$ cat src/hdl/calendar_day_normalizer_top_macros.svh
// Assertion macros used by the RTL top module.
`ifndef CALENDAR_DAY_NORMALIZER_TOP_MACROS_SVH
`define CALENDAR_DAY_NORMALIZER_TOP_MACROS_SVH

`ifndef SYNTH

`define CDN_ASSERT(lbl, prop) \
  lbl: assert property (@(posedge clk_i) disable iff (!rst_ni) prop) \
    else $error("calendar day normalizer check failed");

`define CDN_ASSERT_IMPL(lbl, ante, cons) \
  lbl: assert property (@(posedge clk_i) disable iff (!rst_ni) (ante) |-> (cons)) \
    else $error("calendar day normalizer implication failed");

`define CDN_ASSERT_NEXT(lbl, ante, cons) \
  lbl: assert property (@(posedge clk_i) disable iff (!rst_ni) (ante) |=> (cons)) \
    else $error("calendar day normalizer sequence failed");

`else

`define CDN_ASSERT(lbl, prop)

`define CDN_ASSERT_IMPL(lbl, ante, cons)

`define CDN_ASSERT_NEXT(lbl, ante, cons)

`endif

`endif

$ cat src/hdl/cdn_pkg.sv
package cdn_pkg;

  localparam int unsigned YEAR_BITS   = 12;
  localparam int unsigned DAY_BITS    = 11;
  localparam int unsigned MONTH_BITS  = 4;
  localparam int unsigned NDAY_BITS   = 5;
  localparam int unsigned PACKED_BITS = YEAR_BITS + 9;

  localparam logic [YEAR_BITS-1:0]  YEAR_MAX  = {YEAR_BITS{1'b1}};
  localparam logic [MONTH_BITS-1:0] MONTH_JAN = 4'd1;
  localparam logic [MONTH_BITS-1:0] MONTH_FEB = 4'd2;
  localparam logic [MONTH_BITS-1:0] MONTH_APR = 4'd4;
  localparam logic [MONTH_BITS-1:0] MONTH_JUN = 4'd6;
  localparam logic [MONTH_BITS-1:0] MONTH_SEP = 4'd9;
  localparam logic [MONTH_BITS-1:0] MONTH_NOV = 4'd11;
  localparam logic [MONTH_BITS-1:0] MONTH_DEC = 4'd12;

  localparam logic [NDAY_BITS-1:0] LEN_31 = 5'd31;
  localparam logic [NDAY_BITS-1:0] LEN_30 = 5'd30;
  localparam logic [NDAY_BITS-1:0] LEN_29 = 5'd29;
  localparam logic [NDAY_BITS-1:0] LEN_28 = 5'd28;
  localparam logic [NDAY_BITS-1:0] DAY_FIRST = 5'd1;

  typedef enum logic [1:0] {
    S_IDLE = 2'b01,
    S_RUN  = 2'b10
  } state_e;

  function automatic logic [NDAY_BITS-1:0] month_len(
    input logic [1:0]            year_lsb,
    input logic [MONTH_BITS-1:0] month
  );
    logic [NDAY_BITS-1:0] len;
    unique case (month)
      MONTH_FEB: len = (year_lsb == 2'b00) ? LEN_29 : LEN_28;
      MONTH_APR, MONTH_JUN, MONTH_SEP, MONTH_NOV: len = LEN_30;
      default: len = LEN_31;
    endcase
    return len;
  endfunction

endpackage

$ cat src/hdl/cdn_if.sv
interface cdn_in_if import cdn_pkg::*; ();
  logic                        valid;
  logic                        ready;
  logic [YEAR_BITS-1:0]        start_year;
  logic [MONTH_BITS-1:0]       start_month;
  logic signed [DAY_BITS-1:0]  requested_day;

  modport source (output valid, output start_year, output start_month,
                  output requested_day, input ready);
  modport sink   (input valid, input start_year, input start_month,
                  input requested_day, output ready);
endinterface

interface cdn_out_if import cdn_pkg::*; ();
  logic                    valid;
  logic                    ready;
  logic [YEAR_BITS-1:0]    norm_year;
  logic [MONTH_BITS-1:0]   norm_month;
  logic [NDAY_BITS-1:0]    norm_day;
  logic [PACKED_BITS-1:0]  packed_date;
  logic                    year_range_error;

  modport source (output valid, output norm_year, output norm_month, output norm_day,
                  output packed_date, output year_range_error, input ready);
  modport sink   (input valid, input norm_year, input norm_month, input norm_day,
                  input packed_date, input year_range_error, output ready);
endinterface

$ cat src/hdl/calendar_day_normalizer_top.sv
// Channel  Dir  Payload
// in_i     in   start_year, start_month, requested_day
// out_o    out  norm_year, norm_month, norm_day, packed_date, year_range_error
//
// One month step per cycle through a shared add/subtract unit: an item is
// loaded, stepped across the months it crosses, then moved to the output.
// Input ready only while idle; a finished result parks in the output register,
// so the next transfer is taken while it waits.
// Output stall holds the sequencer on its last step until the register frees.
// Reset clears the sequencer and output valid only.
`include "calendar_day_normalizer_top_macros.svh"

module calendar_day_normalizer_top import cdn_pkg::*; (
  input  logic            clk_i,
  input  logic            rst_ni,
  cdn_in_if.sink          in_i,
  cdn_out_if.source       out_o
);

  state_e                      state_q, state_d;
  logic [YEAR_BITS-1:0]        year_q, year_d;
  logic [MONTH_BITS-1:0]       month_q, month_d;
  logic signed [DAY_BITS-1:0]  day_q, day_d;
  logic                        err_q, err_d;

  logic                        out_valid_q, out_valid_d;
  logic [YEAR_BITS-1:0]        out_year_q;
  logic [MONTH_BITS-1:0]       out_month_q;
  logic [NDAY_BITS-1:0]        out_day_q;
  logic                        out_err_q;
  logic                        out_load;

  logic                        is_low, is_high, at_floor, at_ceil, step_done, out_free;
  logic [MONTH_BITS-1:0]       month_prev, lk_month;
  logic [YEAR_BITS-1:0]        year_prev;
  logic [1:0]                  lk_year;
  logic [NDAY_BITS-1:0]        len;
  logic signed [DAY_BITS-1:0]  len_s, sum;
  logic [MONTH_BITS-1:0]       in_month;

  assign is_low     = day_q[DAY_BITS-1] || (day_q == '0);
  assign month_prev = (month_q == MONTH_JAN) ? MONTH_DEC : month_q - MONTH_JAN;
  assign year_prev  = (month_q == MONTH_JAN) ? year_q - YEAR_BITS'(1) : year_q;
  assign lk_month   = is_low ? month_prev : month_q;
  assign lk_year    = is_low ? year_prev[1:0] : year_q[1:0];
  assign len        = month_len(lk_year, lk_month);
  assign len_s      = $signed({{(DAY_BITS-NDAY_BITS){1'b0}}, len});
  assign sum        = is_low ? day_q + len_s : day_q - len_s;
  assign is_high    = !is_low && !sum[DAY_BITS-1] && (sum != '0);
  assign step_done  = !is_low && !is_high;
  assign at_floor   = (month_q == MONTH_JAN) && (year_q == '0);
  assign at_ceil    = (month_q == MONTH_DEC) && (year_q == YEAR_MAX);
  assign out_free   = !out_valid_q || out_o.ready;

  assign in_month = (in_i.start_month == '0)      ? MONTH_JAN :
                    (in_i.start_month > MONTH_DEC) ? MONTH_DEC : in_i.start_month;

  always_comb begin
    state_d  = state_q;
    year_d   = year_q;
    month_d  = month_q;
    day_d    = day_q;
    err_d    = err_q;
    out_load = 1'b0;
    unique case (state_q)
      S_IDLE: begin
        if (in_i.valid) begin
          year_d  = in_i.start_year;
          month_d = in_month;
          day_d   = in_i.requested_day;
          err_d   = 1'b0;
          state_d = S_RUN;
        end
      end
      S_RUN: begin
        if (step_done) begin
          if (out_free) begin
            out_load = 1'b1;
            state_d  = S_IDLE;
          end
        end else if (is_low) begin
          if (at_floor) begin
            err_d   = 1'b1;
            month_d = MONTH_JAN;
            day_d   = DAY_BITS'(DAY_FIRST);
          end else begin
            year_d  = year_prev;
            month_d = month_prev;
            day_d   = sum;
          end
        end else begin
          if (at_ceil) begin
            err_d = 1'b1;
            day_d = DAY_BITS'(LEN_31);
          end else begin
            day_d = sum;
            if (month_q == MONTH_DEC) begin
              year_d  = year_q + YEAR_BITS'(1);
              month_d = MONTH_JAN;
            end else begin
              month_d = month_q + MONTH_JAN;
            end
          end
        end
      end
      default: state_d = S_IDLE;
    endcase
  end

  always_comb begin
    out_valid_d = out_valid_q;
    priority if (out_load) begin
      out_valid_d = 1'b1;
    end else if (out_o.ready) begin
      out_valid_d = 1'b0;
    end
  end

  always_ff @(posedge clk_i or negedge rst_ni) begin
    if (!rst_ni) begin
      state_q     <= S_IDLE;
      out_valid_q <= 1'b0;
    end else begin
      state_q     <= state_d;
      out_valid_q <= out_valid_d;
    end
  end

  always_ff @(posedge clk_i) begin
    year_q  <= year_d;
    month_q <= month_d;
    day_q   <= day_d;
    err_q   <= err_d;
    if (out_load) begin
      out_year_q  <= year_q;
      out_month_q <= month_q;
      out_day_q   <= day_q[NDAY_BITS-1:0];
      out_err_q   <= err_q;
    end
  end

  assign in_i.ready             = (state_q == S_IDLE);
  assign out_o.valid            = out_valid_q;
  assign out_o.norm_year        = out_year_q;
  assign out_o.norm_month       = out_month_q;
  assign out_o.norm_day         = out_day_q;
  assign out_o.packed_date      = {out_year_q, out_month_q, out_day_q};
  assign out_o.year_range_error = out_err_q;

  `CDN_ASSERT_NEXT(a_accept_starts_run, in_i.valid && in_i.ready, state_q == S_RUN)
  `CDN_ASSERT_IMPL(a_out_in_range, out_valid_q,
                   (out_day_q != '0) && (out_month_q != '0) && (out_month_q <= MONTH_DEC))
  `CDN_ASSERT_IMPL(a_floor_saturate, out_valid_q && out_err_q && (out_year_q == '0),
                   (out_month_q == MONTH_JAN) && (out_day_q == DAY_FIRST))
  `CDN_ASSERT_NEXT(a_err_finishes, (state_q == S_RUN) && err_q && !out_valid_q,
                   state_q == S_IDLE)
  `CDN_ASSERT(a_load_only_run, out_load |-> (state_q == S_RUN) && out_free)

endmodule

$ cat src/flat_wrapper.sv
// flat-port wrapper written by rule: the top's interface ports become plain ports
module calendar_day_normalizer_top_flat import cdn_pkg::*;
  (clk_i, rst_ni, in_i_valid, in_i_start_year, in_i_start_month, in_i_requested_day, in_i_ready, out_o_valid, out_o_norm_year, out_o_norm_month, out_o_norm_day, out_o_packed_date, out_o_year_range_error, out_o_ready);
  cdn_in_if in_i_i ();
  cdn_out_if out_o_i ();
  input  logic clk_i;
  input  logic rst_ni;
  input wire logic [$bits(in_i_i.valid)-1:0] in_i_valid;
  input wire logic [$bits(in_i_i.start_year)-1:0] in_i_start_year;
  input wire logic [$bits(in_i_i.start_month)-1:0] in_i_start_month;
  input wire logic [$bits(in_i_i.requested_day)-1:0] in_i_requested_day;
  output wire logic [$bits(in_i_i.ready)-1:0] in_i_ready;
  output wire logic [$bits(out_o_i.valid)-1:0] out_o_valid;
  output wire logic [$bits(out_o_i.norm_year)-1:0] out_o_norm_year;
  output wire logic [$bits(out_o_i.norm_month)-1:0] out_o_norm_month;
  output wire logic [$bits(out_o_i.norm_day)-1:0] out_o_norm_day;
  output wire logic [$bits(out_o_i.packed_date)-1:0] out_o_packed_date;
  output wire logic [$bits(out_o_i.year_range_error)-1:0] out_o_year_range_error;
  input wire logic [$bits(out_o_i.ready)-1:0] out_o_ready;
  assign in_i_i.valid = in_i_valid;
  assign in_i_i.start_year = in_i_start_year;
  assign in_i_i.start_month = in_i_start_month;
  assign in_i_i.requested_day = in_i_requested_day;
  assign in_i_ready = in_i_i.ready;
  assign out_o_valid = out_o_i.valid;
  assign out_o_norm_year = out_o_i.norm_year;
  assign out_o_norm_month = out_o_i.norm_month;
  assign out_o_norm_day = out_o_i.norm_day;
  assign out_o_packed_date = out_o_i.packed_date;
  assign out_o_year_range_error = out_o_i.year_range_error;
  assign out_o_i.ready = out_o_ready;
  calendar_day_normalizer_top u_core (.clk_i(clk_i), .rst_ni(rst_ni), .in_i(in_i_i), .out_o(out_o_i));
endmodule
$ cat config.mk
export PLATFORM = sky130hd
export DESIGN_NAME = calendar_day_normalizer_top_flat
export DESIGN_NICKNAME = d
export VERILOG_FILES = /design/src/hdl/cdn_pkg.sv /design/src/hdl/cdn_if.sv /design/src/hdl/calendar_day_normalizer_top.sv /design/src/flat_wrapper.sv
export VERILOG_INCLUDE_DIRS = /design/src /design/src/hdl
export SDC_FILE = /design/constraint.sdc
export NUM_CORES = 1
export LEC_CHECK = 0
export BUFFER_PORTS_ARGS = -buffer_cell sky130_fd_sc_hd__buf_2
export CELL_PAD_IN_SITES_DETAIL_PLACEMENT = 1
export CELL_PAD_IN_SITES_GLOBAL_PLACEMENT = 1
export CORE_UTILIZATION = 42
export DETAILED_ROUTE_END_ITERATION = 7
export GPL_ROUTABILITY_DRIVEN = 0
export PLACE_DENSITY_LB_ADDON = 0.1
export SLEW_MARGIN = 20
export SYNTH_ARGS = -nofsm -noshare
export SYNTH_HDL_FRONTEND = slang
export SYNTH_SLANG_ARGS = --single-unit
$ cat constraint.sdc
create_clock -name clk_i -period 7.1 [get_ports clk_i]
set_clock_uncertainty 0.1 [all_clocks]
set_input_delay 1.065 -clock clk_i [delete_from_list [all_inputs] [get_ports clk_i]]
set_output_delay 1.065 -clock clk_i [all_outputs]
set_load 0.02 [all_outputs]
Word level (Yosys, flattened, before mapping)
Index checks and enable logic that the tools add are counted.

operators by class
  add/sub/neg operators = 6
  order comparisons = 1
  eq/ne operators = 20
  mux-type cells = 44
  reduce and logical (&&, ||, !) cells = 25

operators with widths
  cell                   count
  $mux 12                7
  $mux 11                6
  $mux 4                 10
  $pmux 12 s2            1
  $pmux 11 s2            1
  $add 12x1->12 const B  1
  $eq 12x12->1 const B   1
  $eq 4x4->1 const B     3
  $logic_not 12->1       1
  $sub 12x1->12 const B  1
  $add 11x6->11          1
  $logic_not 11->1       1
  $mux 1                 11
  $reduce_bool 11->1     1
  $sub 11x6->11          1
  $pmux 5 s2             1
  $ne 3x3->1 const B     3
  $eq 4x3->1 const B     2
  $mux 2                 4
  $pmux 4 s2             1
  $reduce_and 7->1       1
  $ne 3x1->1 const B     2
  $reduce_and 3->1       2
  $reduce_and 6->1       1
  other kinds (21)       32

storage, ports and cells
  flip-flop bits (word level) = 53
  input bits = 31
  output and inout bits = 45
  word-level logic and storage cells = 107

Longest topological paths before layout
Gate-level depths: netlist of run 1.

  word-level depth = 16
  depth in mapped cells = 18
  mapped depth without buffers = 18

Worst setup path before layout of run 1
No wires, ideal clock.

  path type = register to register
  from = register u_core.month_q[0]
  to = register u_core.out_day_q[0], in the netlist u_core.out_o.norm_day[0], enable pin
  data arrival time = 5.152 ns
  data required time = 6.619 ns
  path slack = 1.467 ns
  stages on the path, launching flop included = 18
  buffers on the path = 1
  path through = edfxtp_1 > clkbuf_1 > inv_1 > ha_1 > a2111oi_0 > nand2_1 > o41a_1 > o221ai_1 > ha_1 > nor2_1 > a31oi_1 > fa_1 > a211oi_2 > o21ai_0 > xor2_1 > or4b_2 > o41ai_4 > and3_1

on the way
  longest elaborated chain between the ends = 15
  elaborated cells on any way between the ends = 26
  classes of those cells = add/sub (3); eq/ne (6); mux (9); reduce/logical (8)

RTL lines
  what                                                        line                                                                  source
  start, declared                                             calendar_day_normalizer_top.sv:22                                     logic [MONTH_BITS-1:0] month_q, month_d;
  start signal, assigned                                      calendar_day_normalizer_top.sv:131                                    month_q <= month_d;
  $sub 4x1->4 or $eq 4x1->1 (tied branches)                   calendar_day_normalizer_top.sv:42, calendar_day_normalizer_top.sv:43
  $mux 4 or $mux 12 (tied branches)                           calendar_day_normalizer_top.sv:42, calendar_day_normalizer_top.sv:43
  $mux 4 or $mux 2 (tied branches)                            calendar_day_normalizer_top.sv:44, calendar_day_normalizer_top.sv:45
  $eq 4x3->1, or another cell as far along                    cdn_pkg.sv:34                                                         unique case (month)
  $reduce_or 4->1 or $mux 1 (tied branches)                   cdn_pkg.sv:34, cdn_pkg.sv:35
  $pmux 5 s2 *                                                cdn_pkg.sv:34
  $sub 11x6->11 or $add 11x6->11 (tied branches)              calendar_day_normalizer_top.sv:48                                     assign sum = is_low ? day_q + len_s : day_q - len_s;
  $mux 11 *                                                   calendar_day_normalizer_top.sv:48
  branches (longest 2 deep; another with $reduce_bool 11->1)  -
  $logic_and 1x1->1 *                                         calendar_day_normalizer_top.sv:49                                     assign is_high = !is_low && !sum[DAY_BITS-1] && (sum != '0);
  $logic_not 1->1 *                                           calendar_day_normalizer_top.sv:50                                     assign step_done = !is_low && !is_high;
  $logic_and 1x1->1 *                                         calendar_day_normalizer_top.sv:50
  $mux 1 *                                                    calendar_day_normalizer_top.sv:76                                     if (step_done) begin
  $mux 1 *                                                    calendar_day_normalizer_top.sv:65                                     unique case (state_q)
  named net u_core.out_load                                   calendar_day_normalizer_top.sv:31                                     logic out_load;
  end signal, assigned                                        calendar_day_normalizer_top.sv:137                                    out_day_q <= day_q[NDAY_BITS-1:0];
  end, declared                                               calendar_day_normalizer_top.sv:29                                     logic [NDAY_BITS-1:0] out_day_q;

Mark *: on every way through the listed nets, which the timed path passes. The select of a mux whose other input is x is not followed.
A chain may end at the register's enable or synchronous reset.

Worst setup path in the final report of run 1
  from = register u_core.month_q[0]
  to = register u_core.out_day_q[4], in the netlist u_core.out_o.norm_day[4], enable pin

Same word-level chain as after synthesis.

==> impl_metrics.yaml, run 1 <==
routing:
  ant_nets: 0
  via_count: 3126
  drcViolationCount: 0
  initialDrtViolationCount: 124
  vias_per_cell: 5.90
  routed_wl_um: 9650
  drt_first_pass_iters: 4
  wire_per_inst_um: 18.2
logic_synthesis:
  synth_mux_area_share_pct: 0.270
  synth_compound_area_share_pct: 21.6
  yosysUniqueCellTypes: 63
  syn_nets: 427
  synth_edf_count: 50
  synthXorXnorAreaFrac_pct: 3.78
  synth_top_family_by_area: "compound AO/OA/AOI/OAI gates"
  ys.flop_type: "edfxtp_1"
  post-synth-top-area-fraction_pct: 40.5
  async_flop_share_pct: 5.66
  yosysWarnings: 0
  synth_fa_ha_area_share_pct: 5.95
  synth_top_area_cell: "edfxtp_1"
  syn_avg_cell_area_sq_um: 9.77
  netlist_area_sq_um: 3700
  seq_area_frac_synth_pct: 42.6
  synthTopCellsByArea: "edfxtp_1, ha_1, buf_4"
  synth-seq-cells: 53
  synth_cells: 379
  synthSimpleGateAreaFrac_pct: 17.0
min_path:
  hp-start: "u_core.err_q"
  min_to: "u_core.out_o.year_range_error"
  holdPathStages: 0
  worst_hold_path_type: "reg2reg"
layout:
  diodes: 0
  area_growth_pct: 9.70
  postLayoutCellArea_sq_um: 4060
  final_nets: 472
  finalNonFillerCells: 530
  final_layout_size_suffix_gt1_share_pct: 24.5
critical_path:
  max_stage_delay_ns: 0.74
  worst_setup_path_start_kind: "flip-flop"
  path_common_cell: "ha_1"
  regToRegSetupSlack_ns: 0.89
  arrival_ns: 6.12
  worst-endpoint-required_ns: 7.00
  worstSetupEndpointType: "flip-flop"
  crit-reg2reg-launch: "u_core.month_q[0]"
  r2r-end: "u_core.out_o.norm_day[4]"
  criticalPathCategory: "reg2reg"
  slowest_stage: "or4b_2"
  critPathBufInv: 2
  crit_chain: "inv_1, ha_1, a2111oi_0, nand2_1, o41a_1, o221ai_1, ha_1, nor2_1, a31oi_1, fa_1, a211oi_2, o21ai_0, xor2_1, or4b_2, o41ai_4, and3_1, buf_4"
  rr_worst_depth: 17
  cp_max_fo: 14
  cp_top_family: "compound AO/OA/AOI/OAI gates"
die:
  start_util_pct: 44.2
  die_w_um: 95.9
  dieArea_sq_um: 9200
  coreArea_sq_um: 8380
  row_count: 33
  num_io_pins: 76
  die_h_um: 95.9
placed_design:
  portBuffers: 75
  dpl-instance-area_sq_um: 3980
  dp_hpwl_um: 7090
  dp.cells: 522
timing:
  worst_pin_slew_ns: 0.801
  hold_violations: 0
  setup_viol: 0
  fmaxAchievable_mhz: 161
  min_period_ns: 6.21
  setup_tns_ns: 0
  rsz0062_at_grt: "false"
  max-slew-margin-rel_pct: 46.0
  post-route-period-util_pct: 87.5
  slew_viol_final: 0
grt:
  first_global_vias: 3152
  grt_max_degree: 43
  overflow: 0
  antenna_found_initial: 0
  grt_pass1_wl_um: 15900
  grt.total_usage_pct: 22.6
clock_tree:
  clock-sinks: 53
  post-cts-setup-buffers: 0
  cts_tree: "built"
  clockBufferDepth: 2
  clk_latency_ns: 0.31
  hold_buffers: 0
  cts.clk_slew.worst_paths_ns: 0.10
  cts_resized: 0
  cts-htree-levels: 2
  cts-buffers-inserted: 5
  clockRootBuffer: "clkbuf_8"
power_and_ir_drop:
  p_leak_nw: 1.58
  fin_total_pwr_w: 0.00164
  pwr_density_cell_nw_per_um2: 403
  peakVddDrop_uv: 171
outcome:
  outcome: "finished, final reports clean"
run:
  max_cap_violations: 0
-- report_power, final --
group / total (W) / internal [W] / switching, W
registers: 0.000572 / 0.000464 / 0.000108
clock network: 0.000172 / 0.0000702 / 0.000102
logic: 0.000894 / 0.000335 / 0.000559
total: 0.00164 / 0.000869 / 0.000769
-- registers in the layout, indices dropped and copies added (netlist names) --
register and flops:
u_core.year_q 12, u_core.out_o.valid 1, u_core.err_q 1, u_core.out_o.year_range_error 1, u_core.out_o.norm_month 4, u_core.out_o.norm_day 5
u_core.month_q 4, u_core.state_q 2, u_core.out_o.norm_year 12, u_core.day_q 11
-- cells by family after synthesis --
family,count (synthesis)
XOR/XNOR,16
AND/OR/NAND/NOR,124
buffers and inverters,56
AO/OA/AOI/OAI,112
adder cells (fa/ha/maj),17
flip-flops,53
multiplexers,1
-- routing by layer --
metal	up-vias	global-route usage, %	part of all wire, %
met2	67	37.9	47
met4	0	4.98	1.1
met5	-	0	0
li1	1507	-	-
met1	1541	31.1	48
met3	11	3.00	3.4
-- synthesized netlist by cell type, drive strengths merged (2+ instances only) --
library cell,count
a211oi,10
a21oi,19
a221oi,3
a22o,7
a31oi,9
and3,6
buf,29
clkbuf,13
dfrtp,2
edfxtp,50
ha,16
inv,13
nand2,33
nand2b,5
nand3,12
nand4,3
nor2,28
nor2b,2
nor3,13
nor3b,2
nor4,8
nor4b,2
o211ai,4
o21ai,30
o221a,3
o22ai,2
o311ai,2
o31ai,6
o41a,2
or3,2
or4,4
or4b,2
xnor2,8
xor2,8
-- layout make-up --
class / instances / area, sq um
fillers: 997 / 4320
multi-input cells: 270 / 1800
clock buffers: 7 / 76.3
flip-flops and latches: 53 / 1580
repair buffers: 81 / 420
clock inverters: 1 / 7.51
well taps: 105 / 131
inverters: 13 / 48.8
-- worst reg2reg max path, delay by kind of cell (launching register included) --
family / cells / cell delay [ns]
buffers and inverters: 2 / 0.49
adder cells (fa/ha/maj): 3 / 1.08
XOR/XNOR: 1 / 0.20
AO/OA/AOI/OAI: 7 / 1.89
flip-flops: 1 / 0.58
AND/OR/NAND/NOR: 4 / 1.56
-- metrics by stage --
stage | hold WS (ns) | setup WS, ns | utilization, %
finish | 0.335 | 0.885 | 48.5
global placement | 0.302 | 1.12 | 47.5
global route | 0.350 | 0.469 | 48.5
detailed placement | 0.318 | 0.930 | 47.5
CTS | 0.332 | 0.879 | 48.5
floorplan | 0.300 | 1.47 | -
-- how the worst max path moves through the flow --
stage / start / to / cells past startpoint
after global routing: u_core.month_q[0] / u_core.out_o.norm_day[4] / 17
after detailed placement: u_core.month_q[0] / u_core.out_o.norm_day[3] / 17
after global placement: u_core.month_q[0] / u_core.out_o.norm_day[3] / 17
after floorplan: u_core.month_q[0] / u_core.out_o.norm_day[0] / 17
final: u_core.month_q[0] / u_core.out_o.norm_day[4] / 17
after CTS: u_core.month_q[0] / u_core.out_o.norm_day[4] / 17
-- cells in the final DEF (no fill, tap or decap), drive strengths merged, types with 3 or more instances in the layout --
cell type  instances
a211oi            10
a21oi             19
a221oi             3
a22o               7
a31oi              9
and3               6
buf               81
clkbuf             7
edfxtp            50
ha                16
inv               13
nand2             33
nand2b             5
nand3             12
nand4              3
nor2              28
nor3              13
nor4               8
o211ai             4
o21ai             30
o221a              3
o31ai              6
or4                4
xnor2              8
xor2               8
Power figures use the tool's default switching activity.
==> run 2, diff against run 1 <==
--- a/config.mk
+++ b/config.mk
@@ -9,7 +9,8 @@
 export BUFFER_PORTS_ARGS = -buffer_cell sky130_fd_sc_hd__buf_2
 export CELL_PAD_IN_SITES_DETAIL_PLACEMENT = 1
 export CELL_PAD_IN_SITES_GLOBAL_PLACEMENT = 1
-export CORE_UTILIZATION = 42
+export CORE_UTILIZATION = 44
+export CTS_BUF_LIST = sky130_fd_sc_hd__clkbuf_4
 export DETAILED_ROUTE_END_ITERATION = 7
 export GPL_ROUTABILITY_DRIVEN = 0
 export PLACE_DENSITY_LB_ADDON = 0.1
==> run 2 against run 1 <==
Maximum frequency is 3.2% higher. Die area fell by 4.5%. Critical path depth stayed put.
==> impl_metrics.yaml, run 2 (synthesized netlist as in run 1, its figures left out) <==
routing:
  wire_per_inst_um: 18.3
  initialDrtViolationCount: 130
  ant_nets: 0
  via_count: 3172
  drcViolationCount: 0
  vias_per_cell: 5.98
  drt_first_pass_iters: 4
  routed_wl_um: 9690
timing:
  setup_slack_ns: 1.08
  setup_tns_ns: 0
  rsz0062_at_grt: "false"
  hold_ws_ns: 0.345
  max-slew-margin-rel_pct: 48.9
  hold_violations: 0
  setup_viol: 0
  worst_pin_slew_ns: 0.758
  post-route-period-util_pct: 84.8
  fmaxAchievable_mhz: 166
  min_period_ns: 6.02
  slew_viol_final: 0
clock_tree:
  cts_resized: 0
  hold_buffers: 0
  clock-sinks: 53
  post-cts-setup-buffers: 0
  cts-buffers-inserted: 5
  cts_tree: "built"
  clk_latency_ns: 0.38
  cts-htree-levels: 2
  clockRootBuffer: "clkbuf_4"
  clockBufferDepth: 2
  cts.clk_slew.worst_paths_ns: 0.16
grt:
  grt_max_degree: 43
  antenna_found_initial: 0
  overflow: 0
  first_global_vias: 3126
  grt_pass1_wl_um: 15800
  grt.total_usage_pct: 22.9
layout:
  final_nets: 473
  num-fill-cells: 991
  postLayoutCellArea_sq_um: 4040
  multi_input_area_sq_um: 1800
  final_common_cell: "buf_2"
  area_growth_pct: 8.95
  ff_latch_area_sq_um: 1580
  diodes: 0
  final_layout_size_suffix_gt1_share_pct: 24.7
  mostFrequentLayoutCells: "buf_2, edfxtp_1, nand2_1, o21ai_0, nor2_1"
placed_design:
  dp_slack_ns: 1.11
  portBuffers: 75
  dp_hpwl_um: 7120
  dpl-instance-area_sq_um: 3990
run:
  max_cap_violations: 0
critical_path:
  path_common_cell: "buf_4"
  critPathBufInv: 2
  worstSetupEndpointType: "flip-flop"
  crit_chain: "nor4_1, a31o_2, buf_4, nand2_1, o41a_1, o221ai_1, ha_1, nor2_1, a31oi_1, fa_1, a211oi_2, o21ai_0, xor2_1, or4b_2, o41ai_4, and3_1, buf_4"
  worst-endpoint-required_ns: 7.07
  criticalPathCategory: "reg2reg"
  max_stage_delay_ns: 0.75
  cp_max_fo: 22
  arrival_ns: 5.98
  worst_setup_path_start_kind: "flip-flop"
  cp_top_family: "compound AO/OA/AOI/OAI gates"
  slowest_stage: "or4b_2"
min_path:
  worst_hold_path_type: "in2async"
outcome:
  outcome: "finished, final reports clean"
die:
  dieArea_sq_um: 8790
  die_w_um: 93.7
  row_count: 33
  coreArea_sq_um: 8180
  num_io_pins: 76
  die_h_um: 93.7
  start_util_pct: 45.3
power_and_ir_drop:
  p_leak_nw: 1.57
  pwr_density_cell_nw_per_um2: 402
  peakVddDrop_uv: 166
  fin_total_pwr_w: 0.00162
run 2: cell types whose count changed in the layout (fill, tap and decap cells not counted), sizes merged:
cell / before / now
buf: 81 / 82
clkinv: 0 / 1
clkbuf: 7 / 5
run 2: path summary, 6_finish.rpt:
kind / slack (ns) / cells after the start / startpoint / to
worst max-delay path: 1.08 / 17 / u_core.day_q[1] / u_core.out_o.norm_month[1]
worst min-delay path: 0.34 / 1 / rst_ni / u_core.state_q[1]
worst max register to register: 1.08 / 17 / u_core.day_q[1] / u_core.out_o.norm_month[1]
worst min register to register: 0.36 / 0 / u_core.err_q / u_core.out_o.year_range_error
max in group asynchronous: 6.36 / 1 / rst_ni / u_core.state_q[0]
min in group clk_i: 0.36 / 0 / u_core.err_q / u_core.out_o.year_range_error
run 2: routing by layer:
metal	GRT usage (%)	up-vias	wire (um)
met1	32.3	1567	4700
met5	0	-	0
li1	-	1516	-
met4	4.49	0	88
met2	38.3	80	4570
met3	2.18	9	331
run 2: where the power goes:
group | switching (W) | internal [W]
clock network | 0.000100 | 0.0000359
registers | 0.000108 | 0.000463
logic | 0.000574 | 0.000340
total | 0.000783 | 0.000839
run 2: cell type report:
class / count / share of cell area [%]
Multi-Input combinational cell: 270 / 44.6
Clock buffer: 5 / 0.930
Timing Repair Buffer: 82 / 10.6
Inverter: 13 / 1.21
Clock inverter: 2 / 0.279
Tap cell: 105 / 3.26
Sequential cell: 53 / 39.1
run 2: metrics by stage:
| stage | util (%) | instances |
|---|---|---|
| 4_1_cts | 49.4 | 530 |
| 2_1_floorplan | - | 379 |
| 6_report | 49.4 | 530 |
| 3_3_place_gp | 48.8 | 523 |
| 3_5_place_dp | 48.8 | 523 |
| 5_1_grt | 49.4 | 530 |
==> run 3, diff against run 2 <==
==> constraint.sdc (replaced) <==
create_clock -name clk_i -period 5.8 [get_ports clk_i]
set_clock_uncertainty 0.1 [all_clocks]
set_input_delay 0.87 -clock clk_i [delete_from_list [all_inputs] [get_ports clk_i]]
set_output_delay 0.87 -clock clk_i [all_outputs]
set_load 0.02 [all_outputs]
==> run 3 against run 2 <==
Sequential share of layout area fell by 0.83 points. Maximum frequency grew 9.9%. Wire length increased by 4.3%. Sequential power is 21% higher. Combinational power is 30% higher. Hold slack got worse by 0.20 ns. Highest routed layer unchanged. Global-route usage up 0.70 points. Die area unchanged. Critical path type unchanged. Non-clock buffer count is 6 higher. First-iteration DRC count up 44%.
==> impl_metrics.yaml, run 3 (synthesized netlist as in run 1, its figures left out) <==
grt:
  grt.total_usage_pct: 23.6
  overflow: 0
  grt_max_degree: 35
  antenna_found_initial: 0
  first_global_vias: 3185
  grt_pass1_wl_um: 16200
critical_path:
  worst-endpoint-required_ns: 5.80
  cp_top_family: "compound AO/OA/AOI/OAI gates"
  crit-reg2reg-launch: "u_core.month_q[1]"
  rr_worst_depth: 19
  regToRegSetupSlack_ns: 0.32
  cp_max_fo: 14
  r2r-end: "u_core.out_o.norm_day[1]"
  worstSetupEndpointType: "flip-flop"
  max_stage_delay_ns: 0.74
  slowest_stage: "or4b_2"
  crit_chain: "inv_1, ha_1, o21bai_1, a21oi_1, a31oi_1, a211oi_1, a211o_1, o221ai_1, ha_1, nor2_1, a31oi_1, fa_1, a211oi_2, o21ai_1, xor2_1, or4b_2, o41ai_4, and3_1, buf_4"
  critPathBufInv: 2
  criticalPathCategory: "reg2reg"
  worst_setup_path_start_kind: "flip-flop"
  arrival_ns: 5.47
timing:
  max-slew-margin-rel_pct: 48.0
  fmaxAchievable_mhz: 183
  post-route-period-util_pct: 94.4
  worst_pin_slew_ns: 0.772
  hold_violations: 0
  slew_viol_final: 0
  min_period_ns: 5.48
  setup_tns_ns: 0
  setup_viol: 0
die:
  start_util_pct: 45.3
  dieArea_sq_um: 8790
  row_count: 33
  num_io_pins: 76
  die_h_um: 93.7
  die_w_um: 93.7
  coreArea_sq_um: 8180
clock_tree:
  hold_buffers: 0
  clockRootBuffer: "clkbuf_4"
  clk_latency_ns: 0.39
  cts.clk_slew.worst_paths_ns: 0.17
  clockBufferDepth: 2
  cts-buffers-inserted: 5
  cts-htree-levels: 2
  cts_tree: "built"
  clock-sinks: 53
routing:
  via_count: 3195
  vias_per_cell: 5.95
  drt_first_pass_iters: 4
  wl_met1_um: 4660
  wire_per_inst_um: 18.8
  routed_wl_um: 10100
  ant_nets: 0
  top_layer: "met4"
  wl_met3_um: 415
  drcViolationCount: 0
  initialDrtViolationCount: 187
  wl_met2_um: 4940
layout:
  final_common_cell: "buf_2"
  mostFrequentLayoutCells: "buf_2, edfxtp_1, nand2_1, o21ai_0, nor2_1"
  diodes: 0
  ff_latch_area_sq_um: 1580
  postLayoutCellArea_sq_um: 4120
  multi_input_area_sq_um: 1810
  final_layout_size_suffix_gt1_share_pct: 26.6
  num-fill-cells: 974
  final_nets: 479
  area_growth_pct: 11.3
placed_design:
  portBuffers: 75
  dpl-instance-area_sq_um: 4030
  dp_hpwl_um: 7440
power_and_ir_drop:
  peakVddDrop_uv: 218
  pwr_density_cell_nw_per_um2: 510
  p_leak_nw: 1.62
min_path:
  worst_hold_path_type: "in2async"
outcome:
  outcome: "finished, final reports clean"
run:
  max_cap_violations: 0
run 3: cell types whose count changed in the layout (fill, tap and decap cells not counted):
cell and delta:
buf_4 +6, a2111oi_0 -1, a2111oi_2 +1, a21oi_1 -1, a21oi_2 +1, bufinv_16 +1, clkinv_1 -1, clkinv_2 +1
clkinvlp_4 -1, inv_6 +1, o21ai_0 -1, o21ai_1 +1
run 3: worst max path at each step:
stage / start / to / slack (ns) / cells past startpoint
after floorplan: u_core.month_q[0] / u_core.out_o.norm_day[0] / 0.17 / 17
after global placement: u_core.month_q[1] / u_core.out_o.norm_month[1] / 0.43 / 17
after detailed placement: u_core.month_q[1] / u_core.out_o.norm_month[1] / 0.28 / 17
after CTS: u_core.month_q[1] / u_core.out_o.norm_month[1] / 0.23 / 17
after global routing: u_core.month_q[1] / u_core.out_o.norm_month[1] / -0.02 / 19
final: u_core.month_q[1] / u_core.out_o.norm_day[1] / 0.32 / 19
run 3: where the power goes:
group | switching, W | internal (W)
clock | 0.000130 | 0.0000919
combinational | 0.000734 | 0.000456
sequential | 0.000124 | 0.000567
run 3: through the flow:
step | total power [W] | util, % | worst slack [ns] | hold WS, ns | cells
6_report | 0.00210 | 50.4 | 0.324 | 0.145 | 537
5_1_grt | 0.00226 | 50.4 | -0.0171 | 0.128 | 537
4_1_cts | 0.00209 | 50.3 | 0.231 | 0.139 | 537
3_5_place_dp | 0.00186 | 49.3 | 0.280 | 0.313 | 529
3_3_place_gp | 0.00182 | 49.3 | 0.434 | 0.311 | 529
2_1_floorplan | 0.00152 | - | 0.167 | 0.300 | 379
run 3: what timing repair did:
item,CTS,global route
gates resized for setup,0,3
setup endpoints to repair,0,36
buffers inserted,0,0
run 3: layout make-up:
cell class | count | share of cell area (%)
multi-input combinational | 270 | 43.9
sequential | 53 | 38.3
tap | 105 | 3.19
clock inverter | 3 | 1.06
timing repair buffer | 88 | 11.5
inverter | 13 | 1.18
clock buffer | 5 | 0.910
run 3: layer usage:
metal / track usage (%) / vias up
met4: 5.26 / 0
met2: 39.5 / 78
li1: - / 1525
met5: 0 / -
met1: 32.7 / 1583
met3: 2.67 / 9
